--- config.mk ---
export PLATFORM = sky130hd
export DESIGN_NAME = command_responder_with_timers_unit
export DESIGN_NICKNAME = d
export VERILOG_FILES = /design/src/rtl/cmdrsp_pkg.sv /design/src/rtl/cmdrsp_tmr_unit.sv /design/src/rtl/command_responder_with_timers_unit.sv
export SDC_FILE = /design/constraint.sdc
export NUM_CORES = 2
export LEC_CHECK = 0
export ABC_CLOCK_PERIOD_IN_PS = 6600
export BUFFER_PORTS_ARGS = -buffer_cell sky130_fd_sc_hd__buf_2
export CORE_MARGIN = 5
export CORE_UTILIZATION = 39
export DETAILED_ROUTE_END_ITERATION = 10
export PLACE_DENSITY = 0.61
export SYNTH_ARGS = -nofsm -noshare
export SYNTH_HDL_FRONTEND = slang
export SYNTH_HIERARCHICAL = 1
export SYNTH_SLANG_ARGS = --single-unit
--- constraint.sdc ---
create_clock -name clock -period 6.6 [get_ports clock]
set_input_delay 0.99 -clock clock [delete_from_list [all_inputs] [get_ports clock]]
set_output_delay 0.99 -clock clock [all_outputs]
set_load 0.005 [all_outputs]
--- src/rtl/cmdrsp_pkg.sv ---
// shared types, codes and constants of the command responder
// used by cmdrsp_tmr_unit and command_responder_with_timers_unit
`default_nettype none

package cmdrsp_pkg;

   localparam int TIMER_COUNT = 16;
   localparam int VAR_COUNT   = 16;
   localparam int TIDX_W      = $clog2(TIMER_COUNT);
   localparam int VIDX_W      = $clog2(VAR_COUNT);
   localparam int TIMER_W     = 16;
   localparam int WORD_W      = 32;
   localparam int ARG_W       = 16;
   localparam int HEAD_W      = 8;
   localparam int CSR_IDX_W   = 3;
   localparam int REQ_DATA_W  = 40;
   localparam int RSP_DATA_W  = 40;

   // configuration register indexes
   typedef enum logic [CSR_IDX_W-1:0] {
      CSR_MOVE        = 3'd0,
      CSR_ROTATE      = 3'd1,
      CSR_MOTOR_VALUE = 3'd2,
      CSR_MOTOR_TIME  = 3'd3,
      CSR_MOTORS_DONE = 3'd4
   } csr_idx_type;

   // order ids from the upper nibble of the head byte
   typedef enum logic [3:0] {
      ORD_STOP        = 4'd0,
      ORD_MOVE        = 4'd1,
      ORD_ROTATE      = 4'd2,
      ORD_HALT        = 4'd3,
      ORD_MOTOR_VALUE = 4'd4,
      ORD_MOTOR_TIME  = 4'd5,
      ORD_PUMP        = 4'd6,
      ORD_MOTOR_SEL   = 4'd7,
      ORD_MOTOR_ARG   = 4'd8,
      ORD_VAR_WRITE   = 4'd9,
      ORD_VAR_READ    = 4'd10,
      ORD_TRACK       = 4'd11
   } order_id_type;

   // message kinds in the upper nibble of the result head
   typedef enum logic [3:0] {
      MSG_ACK  = 4'h0,
      MSG_DONE = 4'h1,
      MSG_VAR  = 4'h2
   } msg_kind_type;

   // timer slots touched by orders
   localparam logic [TIDX_W-1:0] T_MOVE        = 4'd1;
   localparam logic [TIDX_W-1:0] T_ROTATE      = 4'd2;
   localparam logic [TIDX_W-1:0] T_HALT        = 4'd3;
   localparam logic [TIDX_W-1:0] T_MOTOR_VALUE = 4'd4;
   localparam logic [TIDX_W-1:0] T_MOTOR_TIME  = 4'd5;
   localparam logic [TIDX_W-1:0] T_PUMP        = 4'd6;
   localparam logic [TIDX_W-1:0] T_MOTORS_DONE = 4'd7;
   localparam logic [TIDX_W-1:0] T_VAR_WRITE   = 4'd9;
   localparam logic [TIDX_W-1:0] T_VAR_READ    = 4'd10;
   localparam logic [TIDX_W-1:0] T_TRACK       = 4'd11;

   typedef enum logic [2:0] {
      TOP_NONE,
      TOP_LOAD,
      TOP_CLEAR,
      TOP_INC,
      TOP_DEC
   } tmr_op_type;

   typedef struct packed {
      logic                 en;
      tmr_op_type           op;
      logic [TIDX_W-1:0]    idx;
      logic [TIMER_W-1:0]   value;
   } tmr_cmd_type;

   typedef struct packed {
      logic expired;   // selected timer holds one, a decrement ends it
   } tmr_stat_type;

   typedef enum logic [2:0] {
      ST_IDLE,
      ST_ACK,
      ST_ACT,
      ST_REPLY,
      ST_WALK,
      ST_FLUSH
   } state_type;

   // power-up words of the variable store (single-precision patterns)
   function automatic logic [WORD_W-1:0] var_init(input logic [VIDX_W-1:0] idx);
      logic [WORD_W-1:0] w;
      case (idx)
         4'd0:    w = 32'h3F80_0000;
         4'd1:    w = 32'h4049_0E56;
         4'd2:    w = 32'h402E_147B;
         4'd3:    w = 32'h3FD8_1062;
         4'd4:    w = 32'h3DCC_CCCD;
         4'd5:    w = 32'h0000_0000;
         4'd6:    w = 32'hC170_0000;
         4'd7:    w = 32'h3EE6_6666;
         default: w = '0;
      endcase
      return w;
   endfunction

endpackage

`default_nettype wire

--- src/rtl/cmdrsp_tmr_unit.sv ---
// timer bank with one shared load, clear, increment and decrement unit
// depends on cmdrsp_pkg
`default_nettype none

module cmdrsp_tmr_unit
   import cmdrsp_pkg::*;
(
   input  wire logic          clock,
   input  wire logic          reset,
   input  wire tmr_cmd_type   tmr_cmd,
   output tmr_stat_type       tmr_stat
);

   logic [TIMER_W-1:0] tmr_ff [TIMER_COUNT];
   logic [TIMER_W-1:0] rd_val;
   logic [TIMER_W-1:0] wr_val;

   assign rd_val           = tmr_ff[tmr_cmd.idx];
   assign tmr_stat.expired = (rd_val == TIMER_W'(1));

   // the one arithmetic unit, shared by every timer order and every tick step
   always_comb begin
      case (tmr_cmd.op)
         TOP_LOAD:  wr_val = tmr_cmd.value;
         TOP_CLEAR: wr_val = '0;
         TOP_INC:   wr_val = (&rd_val) ? rd_val : rd_val + TIMER_W'(1);
         TOP_DEC:   wr_val = (rd_val == '0) ? rd_val : rd_val - TIMER_W'(1);
         default:   wr_val = rd_val;
      endcase
   end

   always_ff @(posedge clock) begin
      if (reset) begin
         for (int i = 0; i < TIMER_COUNT; i++) begin
            tmr_ff[i] <= '0;
         end
      end else if (tmr_cmd.en) begin
         tmr_ff[tmr_cmd.idx] <= wr_val;
      end
   end

endmodule

`default_nettype wire

--- src/rtl/command_responder_with_timers_unit.sv ---
// command responder top: order sequencer, tick walk, variable store, result register
// depends on cmdrsp_pkg and cmdrsp_tmr_unit
//
//   channel  dir  handshake              payload
//   req_     in   tvalid/tready          tuser: command; tdata: head, arg_high, arg_low
//   rsp_     out  tvalid/tready          tdata: head, payload; tlast: last of run
//   csr_     in   wen (no wait)          index 0..4, 16-bit data
//
// an order runs through accept, ack beat, one action step (three for halt),
//   plus a reply beat for a variable read
// a tick runs through accept, sixteen steps of the shared timer unit, one flush;
//   a tick while stopped ends at accept and returns straight to idle
// the result register holds a beat until taken; a new beat waits while it is full
// reset is synchronous active high and clears timers, flags and the store to power-up values
`default_nettype none

module command_responder_with_timers_unit
   import cmdrsp_pkg::*;
(
   input  wire logic                    clock,
   input  wire logic                    reset,
   // request stream
   input  wire logic                    req_tvalid,
   output logic                         req_tready,
   input  wire logic [REQ_DATA_W-1:0]   req_tdata,   // head_byte, arg_high, arg_low
   input  wire logic                    req_tuser,   // command (1 = tick)
   // response stream
   output logic                         rsp_tvalid,
   input  wire logic                    rsp_tready,
   output logic [RSP_DATA_W-1:0]        rsp_tdata,   // msg_head, msg_payload
   output logic                         rsp_tlast,   // last_of_run
   // configuration writes
   input  wire logic                    csr_wen,
   input  wire logic [CSR_IDX_W-1:0]    csr_index,
   input  wire logic [TIMER_W-1:0]      csr_wdata
);

   // duration registers
   logic [TIMER_W-1:0] move_dur_ff, rotate_dur_ff, mval_dur_ff, mtime_dur_ff, mdone_dur_ff;

   // latched order
   logic [HEAD_W-1:0]  head_ff;
   logic [ARG_W-1:0]   arg_hi_ff, arg_lo_ff;

   // sequencer
   state_type          state_ff, state_in;
   logic [1:0]         step_ff, step_in;
   logic [TIDX_W-1:0]  idx_ff, idx_in;
   logic               pend_valid_ff, pend_valid_in;
   logic [TIDX_W-1:0]  pend_idx_ff, pend_idx_in;

   // small state of the orders
   logic               stop_ff, tracking_ff;
   logic [3:0]         countdown_ff;
   logic [ARG_W-1:0]   motor_mask_ff, pump_mask_ff;
   logic [WORD_W-1:0]  var_ff [VAR_COUNT];

   // result register
   logic                  rsp_valid_ff;
   logic [RSP_DATA_W-1:0] rsp_data_ff;
   logic                  rsp_last_ff;

   tmr_cmd_type        tmr_cmd;
   tmr_stat_type       tmr_stat;

   logic               out_free;
   logic               emit;
   logic [HEAD_W-1:0]  emit_head;
   logic [WORD_W-1:0]  emit_payload;
   logic               emit_last;
   logic               act_do;
   logic               walk_go;
   logic               act_last;
   logic               req_fire;
   order_id_type       order_id;
   logic [3:0]         cplm;
   logic               motor_hit;

   assign order_id  = order_id_type'(head_ff[7:4]);
   assign cplm      = head_ff[3:0];
   assign out_free  = !rsp_valid_ff || rsp_tready;
   assign req_fire  = req_tvalid && req_tready;
   assign walk_go   = !pend_valid_ff || out_free;
   assign motor_hit = (countdown_ff != 4'd0) && motor_mask_ff[cplm];

   cmdrsp_tmr_unit u_tmr (
      .clock    (clock),
      .reset    (reset),
      .tmr_cmd  (tmr_cmd),
      .tmr_stat (tmr_stat)
   );

   // only the halt order needs more than one action step
   assign act_last = (order_id != ORD_HALT) || (step_ff == 2'd2);

   // next state
   always_comb begin
      state_in = state_ff;
      case (state_ff)
         ST_IDLE: begin
            if (req_fire) begin
               if (!req_tuser) begin
                  state_in = ST_ACK;
               end else if (!stop_ff) begin
                  state_in = ST_WALK;
               end
            end
         end
         ST_ACK: begin
            if (out_free) begin
               state_in = ST_ACT;
            end
         end
         ST_ACT: begin
            if (act_last) begin
               state_in = (order_id == ORD_VAR_READ) ? ST_REPLY : ST_IDLE;
            end
         end
         ST_REPLY: begin
            if (out_free) begin
               state_in = ST_IDLE;
            end
         end
         ST_WALK: begin
            if (walk_go && (idx_ff == TIDX_W'(TIMER_COUNT - 1))) begin
               state_in = ST_FLUSH;
            end
         end
         ST_FLUSH: begin
            if (!pend_valid_ff || out_free) begin
               state_in = ST_IDLE;
            end
         end
         default: state_in = ST_IDLE;
      endcase
   end

   // outputs of the sequencer
   always_comb begin
      req_tready    = 1'b0;
      emit          = 1'b0;
      emit_head     = '0;
      emit_payload  = '0;
      emit_last     = 1'b0;
      act_do        = 1'b0;
      step_in       = step_ff;
      idx_in        = idx_ff;
      pend_valid_in = pend_valid_ff;
      pend_idx_in   = pend_idx_ff;
      tmr_cmd       = '{en: 1'b0, op: TOP_NONE, idx: idx_ff, value: '0};
      case (state_ff)
         ST_IDLE: begin
            req_tready = 1'b1;
            step_in    = '0;
            idx_in     = '0;
         end
         ST_ACK: begin
            emit      = out_free;
            emit_head = {MSG_ACK, head_ff[7:4]};
            emit_last = (order_id != ORD_VAR_READ);
         end
         ST_ACT: begin
            act_do  = (step_ff == 2'd0);
            step_in = act_last ? 2'd0 : step_ff + 2'd1;
            tmr_cmd.en = 1'b1;
            case (order_id)
               ORD_MOVE: begin
                  tmr_cmd.op    = TOP_LOAD;
                  tmr_cmd.idx   = T_MOVE;
                  tmr_cmd.value = move_dur_ff;
               end
               ORD_ROTATE: begin
                  tmr_cmd.op    = TOP_LOAD;
                  tmr_cmd.idx   = T_ROTATE;
                  tmr_cmd.value = rotate_dur_ff;
               end
               ORD_HALT: begin
                  case (step_ff)
                     2'd0: begin
                        tmr_cmd.op  = TOP_CLEAR;
                        tmr_cmd.idx = T_ROTATE;
                     end
                     2'd1: begin
                        tmr_cmd.op  = TOP_CLEAR;
                        tmr_cmd.idx = T_MOVE;
                     end
                     default: begin
                        tmr_cmd.op  = TOP_INC;
                        tmr_cmd.idx = T_HALT;
                     end
                  endcase
               end
               ORD_MOTOR_VALUE: begin
                  tmr_cmd.op    = TOP_LOAD;
                  tmr_cmd.idx   = T_MOTOR_VALUE;
                  tmr_cmd.value = mval_dur_ff;
               end
               ORD_MOTOR_TIME: begin
                  tmr_cmd.op    = TOP_LOAD;
                  tmr_cmd.idx   = T_MOTOR_TIME;
                  tmr_cmd.value = mtime_dur_ff;
               end
               ORD_PUMP: begin
                  tmr_cmd.op  = TOP_INC;
                  tmr_cmd.idx = T_PUMP;
               end
               ORD_MOTOR_ARG: begin
                  // count ends on this argument
                  tmr_cmd.en    = motor_hit && (countdown_ff == 4'd1);
                  tmr_cmd.op    = TOP_LOAD;
                  tmr_cmd.idx   = T_MOTORS_DONE;
                  tmr_cmd.value = mdone_dur_ff;
               end
               ORD_VAR_WRITE: begin
                  tmr_cmd.op  = TOP_INC;
                  tmr_cmd.idx = T_VAR_WRITE;
               end
               ORD_VAR_READ: begin
                  tmr_cmd.op  = TOP_INC;
                  tmr_cmd.idx = T_VAR_READ;
               end
               ORD_TRACK: begin
                  tmr_cmd.op  = TOP_INC;
                  tmr_cmd.idx = T_TRACK;
               end
               default: tmr_cmd.en = 1'b0;
            endcase
         end
         ST_REPLY: begin
            emit         = out_free;
            emit_head    = {MSG_VAR, cplm};
            emit_payload = var_ff[cplm];
            emit_last    = 1'b1;
         end
         ST_WALK: begin
            // one timer a cycle unless stalled; a new expiry pushes the previous one out
            tmr_cmd.en  = walk_go;
            tmr_cmd.op  = TOP_DEC;
            tmr_cmd.idx = idx_ff;
            if (walk_go) begin
               idx_in = idx_ff + TIDX_W'(1);
               if (tmr_stat.expired) begin
                  emit          = pend_valid_ff;
                  emit_head     = {MSG_DONE, pend_idx_ff};
                  pend_valid_in = 1'b1;
                  pend_idx_in   = idx_ff;
               end
            end
         end
         ST_FLUSH: begin
            // the held expiry is the final beat of this tick
            emit          = pend_valid_ff && out_free;
            emit_head     = {MSG_DONE, pend_idx_ff};
            emit_last     = 1'b1;
            if (out_free) begin
               pend_valid_in = 1'b0;
            end
         end
         default: ;
      endcase
   end

   always_ff @(posedge clock) begin
      if (reset) begin
         state_ff      <= ST_IDLE;
         step_ff       <= '0;
         idx_ff        <= '0;
         pend_valid_ff <= 1'b0;
         rsp_valid_ff  <= 1'b0;
      end else begin
         state_ff      <= state_in;
         step_ff       <= step_in;
         idx_ff        <= idx_in;
         pend_valid_ff <= pend_valid_in;
         if (emit) begin
            rsp_valid_ff <= 1'b1;
         end else if (rsp_tready) begin
            rsp_valid_ff <= 1'b0;
         end
      end
   end

   // payload registers
   always_ff @(posedge clock) begin
      pend_idx_ff <= pend_idx_in;
      if (req_fire) begin
         head_ff   <= req_tdata[7:0];
         arg_hi_ff <= req_tdata[23:8];
         arg_lo_ff <= req_tdata[39:24];
      end
      if (emit) begin
         rsp_data_ff <= {emit_payload, emit_head};
         rsp_last_ff <= emit_last;
      end
   end

   // duration registers, writes beyond the list are dropped
   always_ff @(posedge clock) begin
      if (reset) begin
         move_dur_ff   <= TIMER_W'(160);
         rotate_dur_ff <= TIMER_W'(110);
         mval_dur_ff   <= TIMER_W'(150);
         mtime_dur_ff  <= TIMER_W'(100);
         mdone_dur_ff  <= TIMER_W'(190);
      end else if (csr_wen) begin
         case (csr_idx_type'(csr_index))
            CSR_MOVE:        move_dur_ff   <= csr_wdata;
            CSR_ROTATE:      rotate_dur_ff <= csr_wdata;
            CSR_MOTOR_VALUE: mval_dur_ff   <= csr_wdata;
            CSR_MOTOR_TIME:  mtime_dur_ff  <= csr_wdata;
            CSR_MOTORS_DONE: mdone_dur_ff  <= csr_wdata;
            default: ;
         endcase
      end
   end

   // flags, masks, motor count and variable store, updated on the first action step
   always_ff @(posedge clock) begin
      if (reset) begin
         stop_ff       <= 1'b0;
         tracking_ff   <= 1'b0;
         countdown_ff  <= '0;
         motor_mask_ff <= '0;
         pump_mask_ff  <= '0;
         for (int i = 0; i < VAR_COUNT; i++) begin
            var_ff[i] <= var_init(VIDX_W'(i));
         end
      end else if (act_do) begin
         case (order_id)
            ORD_STOP:  stop_ff <= (cplm != 4'd0);
            ORD_PUMP:  pump_mask_ff <= arg_lo_ff;
            ORD_MOTOR_SEL: begin
               countdown_ff  <= cplm;
               motor_mask_ff <= arg_lo_ff;
            end
            ORD_MOTOR_ARG: begin
               if (motor_hit) begin
                  countdown_ff <= countdown_ff - 4'd1;
               end
            end
            ORD_VAR_WRITE: var_ff[cplm] <= {arg_hi_ff, arg_lo_ff};
            ORD_TRACK:     tracking_ff <= (cplm != 4'd0);
            default: ;
         endcase
      end
   end

   assign rsp_tvalid = rsp_valid_ff;
   assign rsp_tdata  = rsp_data_ff;
   assign rsp_tlast  = rsp_last_ff;

   // a held expiry exists only during a tick
   a_pend_in_tick: assert property (@(posedge clock) disable iff (reset)
      pend_valid_ff |-> (state_ff == ST_WALK || state_ff == ST_FLUSH))
      else $error("held expiry outside tick walk");

   // the result register is never overwritten while its beat waits
   a_no_overwrite: assert property (@(posedge clock) disable iff (reset)
      emit |-> out_free)
      else $error("result beat overwritten");

   // a tick while stopped returns straight to idle
   a_stopped_tick: assert property (@(posedge clock) disable iff (reset)
      (req_fire && req_tuser && stop_ff) |=> (state_ff == ST_IDLE))
      else $error("stopped tick did work");

   // the action step counter only runs for the halt order
   a_step_range: assert property (@(posedge clock) disable iff (reset)
      (step_ff != 2'd0) |-> (state_ff == ST_ACT && order_id == ORD_HALT))
      else $error("action step counter out of place");

endmodule

`default_nettype wire

==> results.sh <==
export IMPL_vias=27510
export IMPL_power_density_nw_per_um2=298.0
export IMPL_synthArstFlopShare=0
export IMPL_yosysSeqAreaShare=0.6245
export IMPL_path_buf_inv=1
export IMPL_netlist_area_um2=44510
export IMPL_cp_max_fo=26
export IMPL_wl_per_cell_um=26.10
export IMPL_drt_iter0_drc=3252
export IMPL_die_w_um=347.8
export IMPL_cts_root_buf="clkbuf_16"
export IMPL_max_slew_margin_rel=0.1768
export IMPL_place_detailed_hpwl_mm=74.74
export IMPL_ir_drop_mv=0.2179
export IMPL_drive_gt1_frac=0.2087
export IMPL_overflow=0
export IMPL_synthCells=3212
export IMPL_fin_worst_skew_ns=0.06068
export IMPL_die_area_um2=121000
export IMPL_status="finished, final reports clean"
export IMPL_ys_ff_latch=963
export IMPL_start_kind="flop"
export IMPL_grt_max_degree=103
export IMPL_start_util=0.3909
export IMPL_post_cts_buffers=0
export IMPL_netlist_cell_type_count=111
export IMPL_clkSlewWorstSetupHoldPaths_ns=0.06
export IMPL_fmax_mhz=165.4
export IMPL_finalSetupViolCount=0
export IMPL_cp_slowest_cell="a2111oi_1"
export IMPL_num_io_pins=108
export IMPL_holdBufCountCts=0
export IMPL_slew_violations=0
export IMPL_synth_enable_flop_cells=851
export IMPL_cts_made_buffers=101
export IMPL_die_h_um=347.8
export IMPL_firstDrtPassIters=7
export IMPL_finalCritPeriodShare=0.9161
export IMPL_clock_latency_ns=0.70
export IMPL_rsz0062_at_grt="false"
export IMPL_clock_path_buffers=3
export IMPL_antenna_found_initial=8
export IMPL_cap_violations=0
export IMPL_grtUsageTotal=0.2055
export IMPL_worst_setup_path_type="reg2reg"
export IMPL_core_um2=113900
export IMPL_ys_warn_count=6
export IMPL_critPathMaxStageDelay_ns=0.63
export IMPL_period_minus_slack_ns=6.046
export IMPL_fin_nets=3336
export IMPL_cellLeakagePower_nw=16.69
export IMPL_grt_first_pass_wirelength_mm=186.2
export IMPL_hold_viol=0
export IMPL_grt_pass1_vias=27390
export IMPL_routabilityCongestion=0.9025
export IMPL_ant_nets=0
export IMPL_p_total_mw=14.85
export IMPL_viasPerCell=5.659
export IMPL_synth_ff_type="edfxtp_1"
export IMPL_critPathArrivalTime_ns=6.40
export IMPL_clkSinkCount=963
export IMPL_crit_path_cell_trace="and2_1 > o21ai_0 > nand2_1 > a21oi_1 > o21a_4 > buf_4 > mux4_2 > a22oi_1 > nand2_1 > ha_1 > and2_1 > a2111oi_1 > nor2_1 > o211ai_4 > nor2_1"
export IMPL_synthToLayoutAreaGrowth_pct=11.93
export IMPL_drc=0
export IMPL_worstHoldPathType="reg2reg"
export IMPL_avgSynthCellArea_um2=13.86
export IMPL_ctsResizeCount=0
export IMPL_worst_pin_slew_ns=1.235
export IMPL_portBuffers=105
export IMPL_cts_max_level=3
export IMPL_path_delay_family="compound AO/OA/AOI/OAI gates"
export IMPL_wl_mm=126.9
export IMPL_tritoncts="built"
export IMPL_critPathRequiredTime_ns=6.95
export IMPL_fin_setup_tns_ns=0
export IMPL_endpoint_kind="flop"
export IMPL_std_cell_rows=124
Yosys cell counts, drive strengths merged (43+ instances only):
cell / n / area share
buf: 73 / 0.012
nand2b: 71 / 0.010
mux4: 222 / 0.11
clkbuf: 192 / 0.020
dfxtp: 112 / 0.050
nand2: 303 / 0.026
edfxtp: 851 / 0.57
nor4: 49 / 0.0082
or3: 47 / 0.0067
and2: 470 / 0.066
a21oi: 140 / 0.016
nor3: 43 / 0.0060
nor2: 280 / 0.025
cell type report:
class / instances / area (um^2)
multi-input combinational: 1965 / 15370
antenna: 5 / 12.51
timing repair buffer: 211 / 1361
clock buffer: 125 / 2648
inverter: 19 / 76.32
fill: 10210 / 64060
tap: 1512 / 1892
sequential: 963 / 27800
clock inverter: 61 / 664.4
worst paths after layout:
| path | end | from | cells past startpoint | slack [ns] |
|---|---|---|---|---|
| hold reg to reg | move_dur_ff[11] | move_dur_ff[11] | 2 | 0.45 |
| hold / removal | move_dur_ff[11] | move_dur_ff[11] | 2 | 0.45 |
| setup reg to reg | u_tmr/tmr_ff[0][15] | head_ff[5] | 15 | 0.55 |
| setup / recovery | u_tmr/tmr_ff[0][15] | head_ff[5] | 15 | 0.55 |
flip-flops by register name, indices dropped and copies added, names as in the netlist, 2 cells and up:
| register | cells |
|---|---|
| var_ff | 512 |
| motor_mask_ff | 16 |
| u_tmr/tmr_ff | 256 |
| step_ff | 2 |
| idx_ff | 4 |
| arg_hi_ff | 16 |
| arg_lo_ff | 16 |
| state_ff | 3 |
| rsp_tdata | 38 |
| countdown_ff | 4 |
| head_ff | 8 |
| rotate_dur_ff | 16 |
| mdone_dur_ff | 16 |
| pend_idx_ff | 4 |
| move_dur_ff | 16 |
| mval_dur_ff | 16 |
| mtime_dur_ff | 16 |
through the flow:
stage	area (um^2)	hold WS [ns]	utilization	worst slack, ns	std cells
floorplan	44520	0.4292	-	1.106	3213
global placement	46490	0.4410	0.4083	0.6634	4670
detailed placement	46490	0.4460	0.4083	0.5798	4670
CTS	49810	0.4339	0.4374	0.5519	4856
global route	49810	0.4479	0.4374	0.1137	4859
finish	49820	0.4526	0.4375	0.5538	4861
metal layers:
layer / GRT usage / up-vias / part of all wire
met5: 0 / - / 0.000087
met1: 0.2940 / 14130 / 0.43
met4: 0.05174 / 2 / 0.023
li1: - / 12010 / -
met2: 0.3292 / 1182 / 0.47
met3: 0.03540 / 184 / 0.077
worst register-to-register path, cell delays in order, from the launching register on:
cell,delay (ns)
edfxtp_1,0.54
and2_1,0.25
o21ai_0,0.22
nand2_1,0.11
a21oi_1,0.48
o21a_4,0.58
buf_4,0.40
mux4_2,0.53
a22oi_1,0.19
nand2_1,0.25
ha_1,0.40
and2_1,0.30
a2111oi_1,0.63
nor2_1,0.18
o211ai_4,0.59
nor2_1,0.11
cell families (layout without fill, tap and decap cells):
family,count (synthesis),in the layout,share of synthesized area
AND/OR/NAND/NOR,1388,1388,0.1681
other,1,7,0.00008425
XOR/XNOR,5,5,0.0009840
buffers and inverters,285,416,0.03385
multiplexers,253,253,0.1206
AO/OA/AOI/OAI,307,307,0.04908
flip-flops,963,963,0.6245
adder cells (fa/ha/maj),10,10,0.002811
layout by cell type (no fill, tap or decap), types with 6 or more instances in the layout:
cell type  Yosys  final
mux4_2       208    208
nor2b_1       12     12
edfxtp_1     851    851
nand4_1       16     16
mux2i_1       26     26
or2_2         18     18
clkinv_2       0     17
a21oi_1      138    138
nand2_2       14     14
or3_1         46     46
clkbuf_1     174     21
nand2b_1      71     70
and2_1       469    468
a31oi_1        8      8
nor3_1        35     31
nor3_2         6      7
nor2_1       256    246
a22oi_1       30     30
nor2_4         1     10
mux4_1        14     14
inv_1         16     15
and4_1         6      6
nand2_1      289    289
nor4_1        44     44
clkinv_1       2     24
dfxtp_1      112    112
nor2_2        22     23
buf_2         39    104
nand3b_1      25     25
and3_1         9      9
clkbuf_16      0    101
nand3_1       24     24
o21ai_0       30     30
a222oi_1      16     16
buf_4         12    104
bufinv_16      0     11
ha_1          10     10
report_power, final:
group	internal, mW	switching [mW]
registers	6.86	0.186
clock network	3.30	2.44
logic	0.737	1.33
total	10.9	3.95
No activity file was read; power rests on OpenSTA's default activity.
